--- src/rtl/core/fdfr_pkg.sv ---
// Shared types and constants for the flag-delimited frame receiver.
// Used by the front, queue, back and top-level modules; no dependencies.
package fdfr_pkg;

	localparam logic [7:0] FLAG_BYTE     = 8'h7E;
	localparam logic [7:0] ESC_BYTE      = 8'h7D;
	localparam logic [7:0] ESC_CODE_ESC  = 8'h01;
	localparam logic [7:0] ESC_CODE_FLAG = 8'h02;

	localparam int RAW_FRAME_MAX = 512;
	localparam int RAW_W         = 10;
	localparam int POS_W         = 10;
	localparam int HDR_BYTES     = 16;
	localparam int SLOT_W        = 4;
	localparam int MIN_LEN_W     = 9;
	localparam logic [MIN_LEN_W-1:0] MIN_LEN_RESET = 9'd15;

	localparam int BODY_LEN_W = 9;
	localparam int MULTI_BIT  = 13;

	localparam int QUEUE_DEPTH = 4;
	localparam int QPTR_W      = $clog2(QUEUE_DEPTH);
	localparam int QCNT_W      = $clog2(QUEUE_DEPTH + 1);

	typedef enum logic [1:0] {
		STAT_GOOD     = 2'd0,
		STAT_CHECK    = 2'd1,
		STAT_SHORT    = 2'd2,
		STAT_OVERLONG = 2'd3
	} fr_status_t;

	typedef enum logic {
		ST_HUNT  = 1'b0,
		ST_FRAME = 1'b1
	} fr_state_t;

	typedef enum logic {
		TOK_PLAIN = 1'b0,
		TOK_CLOSE = 1'b1
	} tok_kind_t;

	// One unit of work from the front to the back.
	typedef struct packed {
		tok_kind_t         kind;
		logic [7:0]        data;
		logic [SLOT_W-1:0] slot;
		fr_status_t        status;
	} tok_t;

endpackage

--- src/rtl/core/fdfr_front.sv ---
// Front part of the receiver: byte acceptance, flag hunting, unescaping,
// running check and frame status. Depends on fdfr_pkg.
module fdfr_front (
	input  logic                            clk,
	input  logic                            arst_n,
	input  logic                            min_frame_len_we,
	input  logic [fdfr_pkg::MIN_LEN_W-1:0]  min_frame_len_wdata,
	input  logic                            rx_valid,
	input  logic [7:0]                      rx_byte,
	output logic                            rx_stall,
	input  logic                            queue_full,
	output logic                            tok_push,
	output fdfr_pkg::tok_t                  tok
);

	fdfr_pkg::fr_state_t state_q, state_n;
	logic                           esc_q, esc_n;
	logic [fdfr_pkg::RAW_W-1:0]     raw_q, raw_n;
	logic [fdfr_pkg::POS_W-1:0]     pos_q, pos_n;
	logic [7:0]                     xor_q, xor_n;
	logic [fdfr_pkg::MIN_LEN_W-1:0] min_len_q;

	logic                       acc;
	logic                       is_flag;
	logic                       overlong;
	logic [7:0]                 plain_val;
	logic                       plain_take;
	logic [fdfr_pkg::POS_W-1:0] pos_inc;
	fdfr_pkg::fr_status_t       close_status;

	assign rx_stall = queue_full;
	assign acc      = rx_valid && !queue_full;
	assign is_flag  = (rx_byte == fdfr_pkg::FLAG_BYTE);
	assign overlong = (raw_q >= fdfr_pkg::RAW_W'(fdfr_pkg::RAW_FRAME_MAX - 1));
	assign pos_inc  = pos_q + fdfr_pkg::POS_W'(1);

	always_comb begin
		if (raw_q < {1'b0, min_len_q}) begin
			close_status = fdfr_pkg::STAT_SHORT;
		end else if (pos_q == '0 || xor_q != 8'h00) begin
			close_status = fdfr_pkg::STAT_CHECK;
		end else begin
			close_status = fdfr_pkg::STAT_GOOD;
		end
	end

	// An escape code other than the two known ones passes through unchanged.
	always_comb begin
		if (esc_q && rx_byte == fdfr_pkg::ESC_CODE_ESC) begin
			plain_val = fdfr_pkg::ESC_BYTE;
		end else if (esc_q && rx_byte == fdfr_pkg::ESC_CODE_FLAG) begin
			plain_val = fdfr_pkg::FLAG_BYTE;
		end else begin
			plain_val = rx_byte;
		end
	end

	// Next state.
	always_comb begin
		state_n = state_q;
		if (acc) begin
			unique case (state_q)
				fdfr_pkg::ST_HUNT: begin
					if (is_flag) begin
						state_n = fdfr_pkg::ST_FRAME;
					end
				end
				fdfr_pkg::ST_FRAME: begin
					if (is_flag) begin
						if (close_status == fdfr_pkg::STAT_GOOD) begin
							state_n = fdfr_pkg::ST_HUNT;
						end
					end else if (overlong) begin
						state_n = fdfr_pkg::ST_HUNT;
					end
				end
				default: state_n = fdfr_pkg::ST_HUNT;
			endcase
		end
	end

	// Datapath updates and token generation.
	always_comb begin
		esc_n       = esc_q;
		raw_n       = raw_q;
		pos_n       = pos_q;
		xor_n       = xor_q;
		plain_take  = 1'b0;
		tok_push    = 1'b0;
		tok.kind    = fdfr_pkg::TOK_PLAIN;
		tok.data    = plain_val;
		tok.slot    = fdfr_pkg::SLOT_W'(pos_inc - fdfr_pkg::POS_W'(1));
		tok.status  = close_status;
		if (acc) begin
			unique case (state_q)
				fdfr_pkg::ST_HUNT: begin
					if (is_flag) begin
						esc_n = 1'b0;
						raw_n = fdfr_pkg::RAW_W'(1);
						pos_n = '0;
						xor_n = 8'h00;
					end
				end
				fdfr_pkg::ST_FRAME: begin
					if (is_flag) begin
						tok_push = 1'b1;
						tok.kind = fdfr_pkg::TOK_CLOSE;
						// A rejected closing flag opens the next frame.
						esc_n    = 1'b0;
						raw_n    = fdfr_pkg::RAW_W'(1);
						pos_n    = '0;
						xor_n    = 8'h00;
					end else if (overlong) begin
						tok_push   = 1'b1;
						tok.kind   = fdfr_pkg::TOK_CLOSE;
						tok.status = fdfr_pkg::STAT_OVERLONG;
						esc_n      = 1'b0;
					end else begin
						raw_n = raw_q + fdfr_pkg::RAW_W'(1);
						if (esc_q) begin
							esc_n      = 1'b0;
							plain_take = 1'b1;
						end else if (rx_byte == fdfr_pkg::ESC_BYTE) begin
							esc_n = 1'b1;
						end else begin
							plain_take = 1'b1;
						end
						if (plain_take) begin
							pos_n = pos_inc;
							xor_n = xor_q ^ plain_val;
							// Only header bytes need to reach the back.
							if (pos_inc <= fdfr_pkg::POS_W'(fdfr_pkg::HDR_BYTES)) begin
								tok_push = 1'b1;
							end
						end
					end
				end
				default: ;
			endcase
		end
	end

	always_ff @(posedge clk or negedge arst_n) begin
		if (!arst_n) begin
			state_q   <= fdfr_pkg::ST_HUNT;
			esc_q     <= 1'b0;
			raw_q     <= '0;
			pos_q     <= '0;
			xor_q     <= 8'h00;
			min_len_q <= fdfr_pkg::MIN_LEN_RESET;
		end else begin
			state_q <= state_n;
			esc_q   <= esc_n;
			raw_q   <= raw_n;
			pos_q   <= pos_n;
			xor_q   <= xor_n;
			if (min_frame_len_we) begin
				min_len_q <= min_frame_len_wdata;
			end
		end
	end

endmodule

--- src/rtl/core/fdfr_queue.sv ---
// Short token queue between the front and the back of the receiver.
// Depends on fdfr_pkg for the token type and depth.
module fdfr_queue (
	input  logic           clk,
	input  logic           arst_n,
	input  logic           push,
	input  fdfr_pkg::tok_t push_tok,
	output logic           full,
	input  logic           pop,
	output logic           empty,
	output fdfr_pkg::tok_t head_tok
);

	fdfr_pkg::tok_t mem_q [fdfr_pkg::QUEUE_DEPTH];
	logic [fdfr_pkg::QPTR_W-1:0] wr_ptr_q;
	logic [fdfr_pkg::QPTR_W-1:0] rd_ptr_q;
	logic [fdfr_pkg::QCNT_W-1:0] count_q;
	logic                        do_push;
	logic                        do_pop;

	assign full     = (count_q == fdfr_pkg::QCNT_W'(fdfr_pkg::QUEUE_DEPTH));
	assign empty    = (count_q == '0);
	assign do_push  = push && !full;
	assign do_pop   = pop && !empty;
	assign head_tok = mem_q[rd_ptr_q];

	always_ff @(posedge clk) begin
		if (do_push) begin
			mem_q[wr_ptr_q] <= push_tok;
		end
	end

	always_ff @(posedge clk or negedge arst_n) begin
		if (!arst_n) begin
			wr_ptr_q <= '0;
			rd_ptr_q <= '0;
			count_q  <= '0;
		end else begin
			if (do_push) begin
				wr_ptr_q <= wr_ptr_q + fdfr_pkg::QPTR_W'(1);
			end
			if (do_pop) begin
				rd_ptr_q <= rd_ptr_q + fdfr_pkg::QPTR_W'(1);
			end
			unique case ({do_push, do_pop})
				2'b10:   count_q <= count_q + fdfr_pkg::QCNT_W'(1);
				2'b01:   count_q <= count_q - fdfr_pkg::QCNT_W'(1);
				default: count_q <= count_q;
			endcase
		end
	end

endmodule

--- src/rtl/core/fdfr_back.sv ---
// Back part of the receiver: header capture and the registered result stage.
// Consumes tokens from fdfr_queue; depends on fdfr_pkg.
module fdfr_back (
	input  logic                             clk,
	input  logic                             arst_n,
	input  logic                             q_empty,
	input  fdfr_pkg::tok_t                   q_tok,
	output logic                             q_pop,
	output logic                             res_valid,
	input  logic                             res_stall,
	output logic [1:0]                       frame_status,
	output logic [15:0]                      message_id,
	output logic [15:0]                      message_attr,
	output logic [fdfr_pkg::BODY_LEN_W-1:0]  body_length,
	output logic                             multi_packet,
	output logic [47:0]                      terminal_number,
	output logic [15:0]                      serial_number,
	output logic [15:0]                      packet_total,
	output logic [15:0]                      packet_index
);

	logic [7:0] hdr_q [fdfr_pkg::HDR_BYTES];
	logic       res_valid_q;
	logic       out_free;
	logic       take_close;
	logic       with_hdr;
	logic       multi;
	logic [15:0] attr;

	assign out_free   = !res_valid_q || !res_stall;
	assign q_pop      = !q_empty && (q_tok.kind == fdfr_pkg::TOK_PLAIN || out_free);
	assign take_close = q_pop && q_tok.kind == fdfr_pkg::TOK_CLOSE;
	assign with_hdr   = (q_tok.status == fdfr_pkg::STAT_GOOD) ||
	                    (q_tok.status == fdfr_pkg::STAT_CHECK);
	assign attr       = {hdr_q[2], hdr_q[3]};
	assign multi      = attr[fdfr_pkg::MULTI_BIT];
	assign res_valid  = res_valid_q;

	// The header is cleared after every close, so each frame starts from zero.
	always_ff @(posedge clk or negedge arst_n) begin
		if (!arst_n) begin
			for (int i = 0; i < fdfr_pkg::HDR_BYTES; i++) begin
				hdr_q[i] <= 8'h00;
			end
		end else if (q_pop) begin
			if (q_tok.kind == fdfr_pkg::TOK_CLOSE) begin
				for (int i = 0; i < fdfr_pkg::HDR_BYTES; i++) begin
					hdr_q[i] <= 8'h00;
				end
			end else begin
				hdr_q[q_tok.slot] <= q_tok.data;
			end
		end
	end

	always_ff @(posedge clk or negedge arst_n) begin
		if (!arst_n) begin
			res_valid_q <= 1'b0;
		end else if (take_close) begin
			res_valid_q <= 1'b1;
		end else if (!res_stall) begin
			res_valid_q <= 1'b0;
		end
	end

	always_ff @(posedge clk) begin
		if (take_close) begin
			frame_status <= 2'(q_tok.status);
			if (with_hdr) begin
				message_id      <= {hdr_q[0], hdr_q[1]};
				message_attr    <= attr;
				body_length     <= attr[fdfr_pkg::BODY_LEN_W-1:0];
				multi_packet    <= multi;
				terminal_number <= {hdr_q[4], hdr_q[5], hdr_q[6],
				                    hdr_q[7], hdr_q[8], hdr_q[9]};
				serial_number   <= {hdr_q[10], hdr_q[11]};
				packet_total    <= multi ? {hdr_q[12], hdr_q[13]} : 16'h0000;
				packet_index    <= multi ? {hdr_q[14], hdr_q[15]} : 16'h0000;
			end else begin
				message_id      <= '0;
				message_attr    <= '0;
				body_length     <= '0;
				multi_packet    <= 1'b0;
				terminal_number <= '0;
				serial_number   <= '0;
				packet_total    <= '0;
				packet_index    <= '0;
			end
		end
	end

endmodule

--- src/rtl/core/flag_delimited_frame_receiver.sv ---
// Flag-delimited frame receiver: one raw link byte per cycle, one result per frame.
// The byte rate holds unless rx_stall is raised because the token queue is full.
// A closing flag's token is written into the four-entry token queue; the back then
// moves it into the result register once that register is free.
// Reset is asynchronous and active low; the block then hunts for a head flag with
// min_frame_len at 15. Instantiates fdfr_front, fdfr_queue and fdfr_back.
module flag_delimited_frame_receiver (
	input  logic                             clk,
	input  logic                             arst_n,
	input  logic                             min_frame_len_we,
	input  logic [fdfr_pkg::MIN_LEN_W-1:0]  min_frame_len_wdata,
	input  logic                             rx_valid,
	output logic                             rx_stall,
	input  logic [7:0]                       rx_byte,
	output logic                             res_valid,
	input  logic                             res_stall,
	output logic [1:0]                       frame_status,
	output logic [15:0]                      message_id,
	output logic [15:0]                      message_attr,
	output logic [fdfr_pkg::BODY_LEN_W-1:0]  body_length,
	output logic                             multi_packet,
	output logic [47:0]                      terminal_number,
	output logic [15:0]                      serial_number,
	output logic [15:0]                      packet_total,
	output logic [15:0]                      packet_index
);

	logic           q_full;
	logic           q_empty;
	logic           q_push;
	logic           q_pop;
	fdfr_pkg::tok_t push_tok;
	fdfr_pkg::tok_t head_tok;

	fdfr_front u_front (
		.clk                 (clk),
		.arst_n              (arst_n),
		.min_frame_len_we    (min_frame_len_we),
		.min_frame_len_wdata (min_frame_len_wdata),
		.rx_valid            (rx_valid),
		.rx_byte             (rx_byte),
		.rx_stall            (rx_stall),
		.queue_full          (q_full),
		.tok_push            (q_push),
		.tok                 (push_tok)
	);

	fdfr_queue u_queue (
		.clk      (clk),
		.arst_n   (arst_n),
		.push     (q_push),
		.push_tok (push_tok),
		.full     (q_full),
		.pop      (q_pop),
		.empty    (q_empty),
		.head_tok (head_tok)
	);

	fdfr_back u_back (
		.clk             (clk),
		.arst_n          (arst_n),
		.q_empty         (q_empty),
		.q_tok           (head_tok),
		.q_pop           (q_pop),
		.res_valid       (res_valid),
		.res_stall       (res_stall),
		.frame_status    (frame_status),
		.message_id      (message_id),
		.message_attr    (message_attr),
		.body_length     (body_length),
		.multi_packet    (multi_packet),
		.terminal_number (terminal_number),
		.serial_number   (serial_number),
		.packet_total    (packet_total),
		.packet_index    (packet_index)
	);

endmodule

--- config.mk ---
export PLATFORM = sky130hd
export DESIGN_NAME = flag_delimited_frame_receiver
export DESIGN_NICKNAME = d
export VERILOG_FILES = /design/src/rtl/core/fdfr_pkg.sv /design/src/rtl/core/fdfr_front.sv /design/src/rtl/core/fdfr_queue.sv /design/src/rtl/core/fdfr_back.sv /design/src/rtl/core/flag_delimited_frame_receiver.sv
export SDC_FILE = /design/constraint.sdc
export NUM_CORES = 1
export LEC_CHECK = 0
export ABC_CLOCK_PERIOD_IN_PS = 15850
export BUFFER_PORTS_ARGS = -buffer_cell sky130_fd_sc_hd__buf_2
export CORE_MARGIN = 3
export CORE_UTILIZATION = 58
export DETAILED_ROUTE_END_ITERATION = 8
export PLACE_DENSITY = 0.79
export SKIP_LAST_GASP = 1
export SYNTH_ARGS = -nofsm -noshare
export SYNTH_HDL_FRONTEND = slang
export SYNTH_HIERARCHICAL = 1
export SYNTH_SLANG_ARGS = --single-unit
export TNS_END_PERCENT = 5
--- constraint.sdc ---
create_clock -name clk -period 15.85 [get_ports clk]
set_clock_uncertainty 0.2 [all_clocks]
set_input_delay 1.585 -clock clk [delete_from_list [all_inputs] [get_ports clk]]
set_output_delay 1.585 -clock clk [all_outputs]
set_load 0.02 [all_outputs]
==> run metrics <==
Worst slew margin=26.61%; CP bufs+invs=1; Seq/Total Area, Yosys=67.39%; # IOs=164; power per cell area=~200 nW/um^2; Critical Path AT=4.17 ns; Post-DRT Antenna Nets=0; hold depth=1; Avg Vias per Cell=5.869; fin crit share=a little over a quarter; fin cells=approximately 1500; Chip Width=between 150 and 200 um; Least-Margin Pin Slew=1.101 ns; gr usage total=21.73%; number of gates resized after CTS=0; clk root buf=clkbuf_16; HPWL Detailed=18480 um; Detailed Route WL=30350 um; worst hold slack=0.2916 ns; Max Cap Viol=0; dpl cells=around 1400; Place WS=11.13 ns; worst r2r path cells=10; Top cell by count, worst path=nor2_1; top cells by count, synth=edfxtp_1, dfrtp_1, a22o_1, nor2b_1, and2_1; Ys Warns=6; CP cell instances=buf_2 -> nand4_1 -> nor2_1 -> nor2_1 -> nor2_1 -> a31o_2 -> nor2b_2 -> and2_1; gp weighted congestion=0.8067; # port buffers=163; largest net degree at the start of global routing=98; gr ovfl total=0; PnR worst setup slack=11.61 ns; Crit path required time=between 15 and 20 ns; Row Count=58; DR iter-0 viols=between 700 and 800; antenna cells=0; top-count cell post-synth=edfxtp_1; Yosys top cell by area=edfxtp_1; Fill cells=1738; Cells after Synth=1019; Post-synth EDFFs=between 150 and 200; average wire per standard cell=20.17 um; final hold vios=0; fraction of registers with async set/reset=47.95%; Avg Synthesized Cell Area=around 15 sq um; Die Ht=166.7 um; Syn Std Cell Area=between 10000 and 15000 sq um; Fin Setup TNS=0 ns; Worst-path clk slew=0.06 ns; Initial Util=59.29%; Die Area=27780 sq um; Yosys reg bits=365; CP Launch Type=primary input; vias in the first global route=between 8000 and 9000; Reg2Reg Setup Slack=11.62 ns; post-CTS setup buffers=0; CTS max path bufs=3; r2r endpoint=u_queue/count_q[2]; worst hold path type=flop to flop; CP Class=primary input to flop; critical path fanouts, max=15; routed vias=8833; Sink Count=365; DRT Pass-1 Iters=5; overall power=3.358 mW; cell family with most CP delay=simple AND/OR/NAND/NOR gates; post-synthesis net count=1059; Yosys top cell area share=38.10%; worst hold path endpoint=u_back/hdr_q[32]; Achievable Freq=0.2360 GHz; synth unique cells=78; area of the multi-input gates=around 4400 sq um; post-layout min period=approximately 4.2 ns; CP peak stage delay=0.72 ns; synth top area cells=edfxtp_1, dfrtp_1, a22o_1, nor2b_1, and2_1; CTS Hold Bufs=0; VDD IR-drop max=116.9 uV; CTS tree=built; Worst Setup SP=rx_byte[4]; Final Setup Violations=0; global-route wire length before repair=48580 um; Crit. End Element=flop; Final nets=1188; FF/Latch Area=10090 sq um; Max Transition Viols Final=0; Lkg Pwr=about 7.0 nW; Reg-to-Reg Start=u_queue/rd_ptr_q[0]; RSZ-0062 raised after global routing=false; initial antenna violation count=0; main flop type after synthesis=edfxtp_1; Area growth, synth to finish=12.94%; worst-skew pair later-pin latency=about 0.52 ns; hold_sp=u_back/hdr_q[32]; DRC=0; area of the core=25250 sq um; TritonCTS Buffers=36; slowest stage cell, crit path=and2_1; status=finished, final reports clean; H-tree Lvls=2; layout cell share with drive strength beyond 1=roughly a quarter
==> layout by cell type, fill, tap and decap left out, types with 12 or more instances in the layout <==
master | netlist | layout
a22o_1 | 129 | 129
and2_1 | 44 | 44
buf_2 | 25 | 162
clkbuf_1 | 31 | 14
clkbuf_16 | 0 | 36
dfrtp_1 | 171 | 171
edfxtp_1 | 190 | 190
ha_1 | 17 | 17
inv_1 | 26 | 26
nand2_1 | 34 | 34
nand3_1 | 12 | 12
nor2_1 | 22 | 22
nor2b_1 | 97 | 97
nor3_1 | 15 | 15
o21ai_0 | 23 | 23
o21ai_2 | 14 | 14
xnor2_1 | 12 | 12
==> report_power, final <==
group	internal [mW]	leakage, nW	switching [mW]
Clock	0.441	0.526	0.337
Sequential	1.30	4.12	0.140
Combinational	0.374	2.39	0.766
Total	2.11	7.04	1.24
==> worst register-to-register path, stage by stage (launching register included) <==
cell and delay, ns:
dfrtp_1 0.93, mux4_1 0.65, buf_4 0.26, a31oi_4 0.68
and2_4 0.30, ha_1 0.18, inv_1 0.07, fa_1 0.43
xor2_1 0.15, nor2_1 0.11, xor2_1 0.17
==> worst max path at each step <==
stage,end,slack (ns),cells after the start
detailed placement,u_queue/mem_q[0][8],11.13,8
global placement,u_queue/mem_q[3][11],11.22,8
finish,u_queue/mem_q[0][1],11.61,8
floorplan,u_back/frame_status[0],3.83,7
CTS,u_queue/count_q[2],11.54,10
global route,u_queue/count_q[2],11.27,14
==> routing by layer <==
| metal | up-vias | share of wire [%] | GRT usage [%] |
|---|---|---|---|
| met2 | 352 | 48 | 35.25 |
| met4 | 0 | 3.1 | 7.568 |
| met5 | - | 0 | 0 |
| met3 | 71 | 6.8 | 4.201 |
| met1 | 4383 | 42 | 29.99 |
| li1 | 4027 | - | - |
==> cell type report <==
class | count | area share (%)
multi-input cells | 548 | 25.75
clock inverters | 11 | 0.3848
repair buffers | 171 | 5.216
inverters | 26 | 0.5771
clock buffers | 54 | 5.964
well taps | 330 | 2.442
flip-flops and latches | 365 | 59.67
==> through the flow <==
step,cell area [sq um],utilization [%]
floorplan,14970,-
global placement,15840,62.71
detailed placement,15840,62.71
CTS,16910,66.96
global route,16910,66.96
finish,16910,66.96
==> state kept, by name (all words and copies together), names as in the netlist, 8 cells and up <==
name	count
u_front/pos_q	10
u_back/message_id	16
u_back/serial_number	16
u_front/xor_q	8
u_back/packet_index	16
u_front/raw_q	10
u_back/terminal_number	48
u_back/message_attr	16
u_back/packet_total	16
u_back/attr	16
u_front/min_len_q	9
u_back/hdr_q	112
u_queue/mem_q	60
==> logic make-up (layout without fill, tap and decap cells) <==
family / after synthesis / after routing / synth area share [%]
AO/OA/AOI/OAI: 212 / 212 / 11.57
XOR/XNOR: 20 / 20 / 1.170
adder cells (fa/ha/maj): 18 / 18 / 1.554
buffers and inverters: 106 / 262 / 3.635
flip-flops: 365 / 365 / 67.39
multiplexers: 22 / 22 / 2.925
AND/OR/NAND/NOR: 276 / 276 / 11.77
(Power assumes the default switching activity.)
